===== config.mk =====
export PLATFORM = sky130hd
export DESIGN_NAME = sha1_message_digest
export DESIGN_NICKNAME = d
export VERILOG_FILES = /design/src/sha1_pkg.sv /design/src/sha1_message_digest.sv
export SDC_FILE = /design/constraint.sdc
export NUM_CORES = 2
export LEC_CHECK = 0
export BUFFER_PORTS_ARGS = -buffer_cell sky130_fd_sc_hd__buf_2
export CAP_MARGIN = 30
export CORE_UTILIZATION = 65
export CTS_BUF_LIST = sky130_fd_sc_hd__clkbuf_8
export DETAILED_ROUTE_END_ITERATION = 8
export PLACE_DENSITY = 0.93
export SLEW_MARGIN = 20
export SYNTH_ARGS = -nofsm -noshare
export SYNTH_HDL_FRONTEND = slang
export SYNTH_SLANG_ARGS = --single-unit

===== constraint.sdc =====
create_clock -name clk_i -period 9.1 [get_ports clk_i]
set_input_delay 1.82 -clock clk_i [delete_from_list [all_inputs] [get_ports clk_i]]
set_output_delay 1.82 -clock clk_i [all_outputs]
set_load 0.01 [all_outputs]

===== src/sha1_pkg.sv =====
`default_nettype none

package sha1_pkg;

  typedef logic [31:0] word_t;

  localparam int unsigned DigestWords = 5;
  localparam int unsigned WordIdxW    = 3;
  localparam logic [WordIdxW-1:0] LastWordIdx = WordIdxW'(DigestWords - 1);

  localparam word_t InitChain [DigestWords] = '{
    32'h67452301, 32'hEFCDAB89, 32'h98BADCFE, 32'h10325476, 32'hC3D2E1F0
  };

  localparam logic [7:0] PadMarker = 8'h80;

  // round groups of twenty rounds each
  localparam logic [1:0] GrpChoose   = 2'd0;
  localparam logic [1:0] GrpParity   = 2'd1;
  localparam logic [1:0] GrpMajority = 2'd2;
  localparam logic [1:0] GrpParity2  = 2'd3;

  function automatic word_t round_k(input logic [1:0] grp);
    word_t k;
    case (grp)
      GrpChoose:   k = 32'h5A827999;
      GrpParity:   k = 32'h6ED9EBA1;
      GrpMajority: k = 32'h8F1BBCDC;
      default:     k = 32'hCA62C1D6;
    endcase
    return k;
  endfunction

endpackage

`default_nettype wire


===== src/sha1_message_digest.sv =====
// channel | direction | handshake                 | payload
// --------+-----------+---------------------------+------------------------------------------
// in      | sink      | in_valid_i / in_stall_o   | data_byte_i, has_byte_i, end_of_message_i
// out     | source    | out_valid_o / out_stall_i | digest_word_o, word_number_o, last_word_o
//
// A word that neither completes a block nor ends the message leaves the sequencer idle. The word
// holding the 64th byte of a block starts 80 rounds through the single round unit and then the
// chaining update. A final word adds padding bytes at one per cycle (9 to 72), the rounds and
// chaining update of each padded block, and 5 digest words at one per cycle when out_stall_i is low.
// rst_ni clears the sequencer and loads the initial chaining words at once.
// in_stall_o is high from the word that starts a block or padding until the block is
// idle again; a stalled digest word holds until taken.

`default_nettype none

module sha1_message_digest
  import sha1_pkg::*;
(
  input  wire logic                clk_i,
  input  wire logic                rst_ni,
  input  wire logic                in_valid_i,
  output logic                     in_stall_o,
  input  wire logic [7:0]          data_byte_i,
  input  wire logic                has_byte_i,
  input  wire logic                end_of_message_i,
  output logic                     out_valid_o,
  input  wire logic                out_stall_i,
  output logic [31:0]              digest_word_o,
  output logic [WordIdxW-1:0]      word_number_o,
  output logic                     last_word_o
);

  localparam logic [2:0] StIdle  = 3'd0;
  localparam logic [2:0] StPad   = 3'd1;
  localparam logic [2:0] StRound = 3'd2;
  localparam logic [2:0] StFinal = 3'd3;
  localparam logic [2:0] StOut   = 3'd4;

  localparam logic [5:0] FillLast  = 6'd63;
  localparam logic [5:0] FillLenAt = 6'd56;
  localparam logic [6:0] RoundLast = 7'd79;

  logic [2:0]          state_q, state_d;
  logic [5:0]          fill_q, fill_d;
  logic [60:0]         len_q, len_d;
  logic                pad_q, pad_d;
  logic                mark_q, mark_d;
  logic                len_act_q, len_act_d;
  logic                done_q, done_d;
  logic [WordIdxW-1:0] out_idx_q, out_idx_d;
  logic [6:0]          rnd_q, rnd_d;
  word_t               chain_q [DigestWords];
  word_t               chain_d [DigestWords];
  word_t               win_q [16];
  word_t               win_d [16];
  word_t               a_q, b_q, c_q, d_q, e_q;
  word_t               a_d, b_d, c_d, d_d, e_d;
  logic [23:0]         acc_q, acc_d;
  logic [63:0]         bits_q, bits_d;

  logic                put_en;
  logic [7:0]          put_byte;
  logic [1:0]          grp;
  word_t               f_val;
  word_t               t_val;
  word_t               w_new;
  logic [60:0]         len_inc;

  assign len_inc = len_q + 61'd1;

  always_comb begin
    if (rnd_q < 7'd20) begin
      grp = GrpChoose;
    end else if (rnd_q < 7'd40) begin
      grp = GrpParity;
    end else if (rnd_q < 7'd60) begin
      grp = GrpMajority;
    end else begin
      grp = GrpParity2;
    end
  end

  always_comb begin
    case (grp)
      GrpChoose:   f_val = (b_q & c_q) | (~b_q & d_q);
      GrpMajority: f_val = (b_q & c_q) | (b_q & d_q) | (c_q & d_q);
      default:     f_val = b_q ^ c_q ^ d_q;
    endcase
  end

  assign t_val = {a_q[26:0], a_q[31:27]} + f_val + e_q + round_k(grp) + win_q[0];

  // next schedule word from the fixed taps of the 16-word line
  always_comb begin
    word_t x;
    x = win_q[13] ^ win_q[8] ^ win_q[2] ^ win_q[0];
    w_new = {x[30:0], x[31]};
  end

  always_comb begin
    state_d   = state_q;
    fill_d    = fill_q;
    len_d     = len_q;
    pad_d     = pad_q;
    mark_d    = mark_q;
    len_act_d = len_act_q;
    done_d    = done_q;
    out_idx_d = out_idx_q;
    rnd_d     = rnd_q;
    chain_d   = chain_q;
    win_d     = win_q;
    a_d       = a_q;
    b_d       = b_q;
    c_d       = c_q;
    d_d       = d_q;
    e_d       = e_q;
    acc_d     = acc_q;
    bits_d    = bits_q;
    put_en    = 1'b0;
    put_byte  = data_byte_i;

    unique case (state_q)
      StIdle: begin
        if (in_valid_i) begin
          put_en = has_byte_i;
          if (has_byte_i) begin
            len_d = len_inc;
          end
          if (end_of_message_i) begin
            pad_d  = 1'b1;
            mark_d = 1'b1;
            len_d  = '0;
            bits_d = {(has_byte_i ? len_inc : len_q), 3'b000};
          end
          if (has_byte_i && fill_q == FillLast) begin
            state_d = StRound;
          end else if (end_of_message_i) begin
            state_d = StPad;
          end
        end
      end
      StPad: begin
        put_en = 1'b1;
        if (mark_q) begin
          put_byte = PadMarker;
          mark_d   = 1'b0;
        end else if (!len_act_q && fill_q != FillLenAt) begin
          put_byte = 8'h00;
        end else begin
          put_byte  = bits_q[63:56];
          bits_d    = {bits_q[55:0], 8'h00};
          len_act_d = 1'b1;
          if (fill_q == FillLast) begin
            done_d = 1'b1;
          end
        end
        if (fill_q == FillLast) begin
          state_d = StRound;
        end
      end
      StRound: begin
        e_d = d_q;
        d_d = c_q;
        c_d = {b_q[1:0], b_q[31:2]};
        b_d = a_q;
        a_d = t_val;
        for (int k = 0; k < 15; k++) begin
          win_d[k] = win_q[k+1];
        end
        win_d[15] = w_new;
        if (rnd_q == RoundLast) begin
          rnd_d   = '0;
          state_d = StFinal;
        end else begin
          rnd_d = rnd_q + 7'd1;
        end
      end
      StFinal: begin
        chain_d[0] = chain_q[0] + a_q;
        chain_d[1] = chain_q[1] + b_q;
        chain_d[2] = chain_q[2] + c_q;
        chain_d[3] = chain_q[3] + d_q;
        chain_d[4] = chain_q[4] + e_q;
        if (done_q) begin
          state_d = StOut;
        end else if (pad_q) begin
          state_d = StPad;
        end else begin
          state_d = StIdle;
        end
      end
      StOut: begin
        if (!out_stall_i) begin
          for (int k = 0; k < DigestWords - 1; k++) begin
            chain_d[k] = chain_q[k+1];
          end
          out_idx_d = out_idx_q + WordIdxW'(1);
          if (out_idx_q == LastWordIdx) begin
            // re-arm for the next message
            chain_d   = InitChain;
            out_idx_d = '0;
            pad_d     = 1'b0;
            len_act_d = 1'b0;
            done_d    = 1'b0;
            state_d   = StIdle;
          end
        end
      end
      default: begin
        state_d = StIdle;
      end
    endcase

    // bytes pack big-endian into words, full words shift into the line
    if (put_en) begin
      fill_d = fill_q + 6'd1;
      if (fill_q[1:0] == 2'd3) begin
        for (int k = 0; k < 15; k++) begin
          win_d[k] = win_q[k+1];
        end
        win_d[15] = {acc_q, put_byte};
      end else begin
        acc_d = {acc_q[15:0], put_byte};
      end
      if (fill_q == FillLast) begin
        a_d = chain_q[0];
        b_d = chain_q[1];
        c_d = chain_q[2];
        d_d = chain_q[3];
        e_d = chain_q[4];
      end
    end
  end

  always_ff @(posedge clk_i or negedge rst_ni) begin
    if (!rst_ni) begin
      state_q   <= StIdle;
      fill_q    <= '0;
      len_q     <= '0;
      pad_q     <= 1'b0;
      mark_q    <= 1'b0;
      len_act_q <= 1'b0;
      done_q    <= 1'b0;
      out_idx_q <= '0;
      rnd_q     <= '0;
      chain_q   <= InitChain;
    end else begin
      state_q   <= state_d;
      fill_q    <= fill_d;
      len_q     <= len_d;
      pad_q     <= pad_d;
      mark_q    <= mark_d;
      len_act_q <= len_act_d;
      done_q    <= done_d;
      out_idx_q <= out_idx_d;
      rnd_q     <= rnd_d;
      chain_q   <= chain_d;
    end
  end

  always_ff @(posedge clk_i) begin
    win_q  <= win_d;
    a_q    <= a_d;
    b_q    <= b_d;
    c_q    <= c_d;
    d_q    <= d_d;
    e_q    <= e_d;
    acc_q  <= acc_d;
    bits_q <= bits_d;
  end

  assign in_stall_o    = (state_q != StIdle);
  assign out_valid_o   = (state_q == StOut);
  assign digest_word_o = chain_q[0];
  assign word_number_o = out_idx_q;
  assign last_word_o   = (out_idx_q == LastWordIdx);

endmodule

`default_nettype wire


==> reports/metrics.yaml <==
outcome:
  outcome: "finished, final reports clean"
finish:
  fin_nets: 5862
  drive_gt1_frac: 0.1710
  nFillCells: 5187
  area_growth_pct: 8.031
grt:
  grt_pass1_vias: 44390
  grt_pass1_wl_mm: 247.1
  grt_remaining_overflow: 0
  grt_start_max_net_pins: 217
  antenna_found_initial: 7
  grt_usage: 0.3823
floorplan:
  initial_core_util: 0.6564
  fp.dieW_um: 287.0
  dieArea_mm2: 0.08235
  die_h_um: 287.0
  core_mm2: 0.08042
  pin_count: 52
  row_count: 104
critical_path:
  cp_data_arrival_time_ns: 7.69
  worst_setup_path_start_kind: "flip-flop"
  critPathMaxFanout: 65
  required_ns: 9.80
  endpoint_kind: "flip-flop"
  worstSetupPathType: "flip-flop to flip-flop"
place:
  hpwl_mm: 101.3
  io_buffers: 51
  gp_congestion: 0.9899
hold_path:
  hp-class: "flip-flop to flip-flop"
cts:
  clk_pin_slew_worst_paths_ns: 0.07
  cts_buffers: 160
  tritoncts: "done"
  cts_buffer_depth: 3
  cts_hold_buf: 0
  cts.htree.levels: 4
  post-cts-setup-buffer-count: 0
  cts.sinks: 1001
  insertion_delay_ns: 0.86
  post_cts_resized: 0
  root_buffer: "clkbuf_8"
route:
  routed_via_density: 6.612
  drc: 0
  finalWirelength_mm: 160.4
  drt-pass1-iter-count: 9
  vias: 44430
  ant_nets: 0
  wire_per_inst_um: 23.88
  drt_iter0_markers: 5840
yosys:
  synth.distinct_cells: 94
  yosys_warnings: 0
  syn_area_mm2: 0.05278
  postSynthCellCount: 5582
  ys_ff_latch: 1001
  syn-num-nets: 5925
  ys_async_sr_fraction: 0.2438
  yosysSeqAreaShare: 0.4208
  synth_ff_type: "dfxtp_1"
  synth.avg_cell_area_um2: 9.456
  synth-edff-count: 85
timing:
  finalCritPeriodShare: 0.7681
  finalCriticalPeriod_ns: 6.990
  fin_setup_tns_ns: 0
  rsz0062_at_grt: "no"
  worst_slew_pin_slew_ns: 1.259
  setup_viol: 0
  relSlewSlack: 0.1609
  drv_slew: 0
  hold_viol: 0
  fmax_mhz: 143.1
  finalClockSkew_ns: 0.05798
job:
  cap_violations: 0
worst max-delay path: stages, from the launching register on:
cell and delay (ns):
dfrtp_1 0.41, inv_1 0.10, maj3_1 0.39, a221o_2 0.39, buf_4 0.35, inv_1 0.23
ha_1 0.48, a221oi_1 0.17, a21oi_1 0.28, fa_1 0.46, fa_1 0.52, ha_1 0.18
inv_1 0.07, fa_1 0.43, nor2b_1 0.15, o21ai_0 0.12, a21boi_0 0.55, o211a_1 0.27
nor3_1 0.10, o22ai_1 0.38, a211oi_1 0.14, o41ai_1 0.42, xnor2_1 0.17, o21ai_0 0.10
path summary, 6_finish.rpt:
kind                                       from  cells past startpoint  slack, ns                 endpoint
setup / recovery           rnd_q[5]$_DFFE_PN0P_                     23       2.11          a_q[31]$_DFF_P_
hold / removal               win_q[331]$_DFF_P_                      1       0.44       win_q[363]$_DFF_P_
setup reg to reg           rnd_q[5]$_DFFE_PN0P_                     23       2.11          a_q[31]$_DFF_P_
hold reg to reg              win_q[331]$_DFF_P_                      1       0.44       win_q[363]$_DFF_P_
max in group asynchronous                rst_ni                      2       6.62    len_q[17]$_DFFE_PN0P_
min in group asynchronous                rst_ni                      1       0.99  chain_q[77]$_DFFE_PN0P_
kinds of logic (layout without fill, tap and decap cells):
| family | Yosys count | after routing | share of synthesized area |
|---|---|---|---|
| buffers and inverters | 634 | 707 | 0.04909 |
| adders and majority gates | 330 | 330 | 0.09596 |
| DFF | 1001 | 1001 | 0.4208 |
| and+or+nand+nor | 1511 | 1511 | 0.1250 |
| muxes | 492 | 492 | 0.1047 |
| other | 0 | 4 | 0 |
| xor gates and xnor gates | 310 | 310 | 0.05144 |
| AOI/OAI and AO/OA | 1304 | 1304 | 0.1530 |
registers in the layout, summed over array words and instances (netlist names), 3 cells and up:
signal         flops
len_q             61
chain_q          128
digest_word_o     32
c_q               32
fill_q             6
win_q            512
d_q               32
word_number_o      3
b_q               32
e_q               32
bits_q            61
a_q               32
rnd_q              7
acc_q             24
state_q            3
cell type report:
class	instances	area, um2	share of cell area
flip-flops and latches	1001	22210	0.3895
clock inverters	96	724.4	0.01270
multi-input cells	3947	28060	0.4920
inverters	311	1169	0.02049
well taps	1060	1326	0.02326
clock buffers	202	2780	0.04876
repair buffers	98	743.2	0.01303
diodes	4	10.01	0.0001755
cells in the mapped netlist, types with 32 or more instances:
| cell | number | area, um2 |
|---|---|---|
| inv_1 | 311 | 1167 |
| nand3_1 | 86 | 430.4 |
| edfxtp_1 | 85 | 2552 |
| a221oi_1 | 47 | 411.6 |
| buf_4 | 32 | 240.2 |
| a21oi_1 | 272 | 1361 |
| nor2_1 | 427 | 1603 |
| buf_2 | 58 | 290.3 |
| nor3_1 | 62 | 310.3 |
| a21o_1 | 134 | 1006 |
| a31oi_1 | 201 | 1257 |
| ha_1 | 204 | 2552 |
| xnor2_1 | 236 | 2067 |
| mux2_2 | 481 | 5416 |
| dfxtp_1 | 672 | 13450 |
| dfstp_2 | 80 | 2102 |
| clkbuf_1 | 218 | 818.3 |
| nand2b_1 | 32 | 200.2 |
| xor2_1 | 74 | 648.1 |
| fa_1 | 125 | 2502 |
| nand2_1 | 709 | 2661 |
| o21ai_0 | 393 | 1967 |
| and3_1 | 47 | 294.0 |
| o31ai_1 | 45 | 337.8 |
| dfrtp_1 | 164 | 4104 |
metrics by stage:
stage                     area, um2  std cells  utilization  setup slack, ns  hold slack [ns]
after CTS                     56930       6710       0.7079            2.277           0.4430
after floorplan               52780       5582            -            3.151           0.4178
after global routing          57020       6717       0.7090            1.698           0.4628
after global placement        53400       6411       0.6640            2.438           0.4310
final                         57020       6719       0.7091            2.110           0.4395
after detailed placement      53430       6412       0.6644            2.301           0.4465
placed cells by master (no fill, tap or decap), types with 85 or more instances in the layout:
master | synthesis | routed
a21o_1 | 134 | 134
fa_1 | 125 | 125
clkbuf_8 | 1 | 202
xnor2_1 | 236 | 236
nor2_1 | 427 | 423
o21ai_0 | 393 | 393
ha_1 | 204 | 204
nand3_1 | 86 | 86
edfxtp_1 | 85 | 85
a21oi_1 | 272 | 272
a31oi_1 | 201 | 201
dfxtp_1 | 672 | 672
mux2_2 | 481 | 481
inv_1 | 311 | 347
nand2_1 | 709 | 705
dfrtp_1 | 164 | 164
routing by layer:
layer  global-route usage  part of all wire  vias to the layer above  routed length, um
met2               0.6111              0.46                     3129              73690
met1               0.4523              0.35                    21080              56550
met5                    0           0.00023                        -                 37
met4               0.2689             0.081                        6              12950
li1                     -                 -                    19330                  -
met3              0.09413              0.11                      889              17220
Power is left out: the tool's default activity adds up to more than one toggle a clock period on the data nets, which glitch-free logic cannot reach.
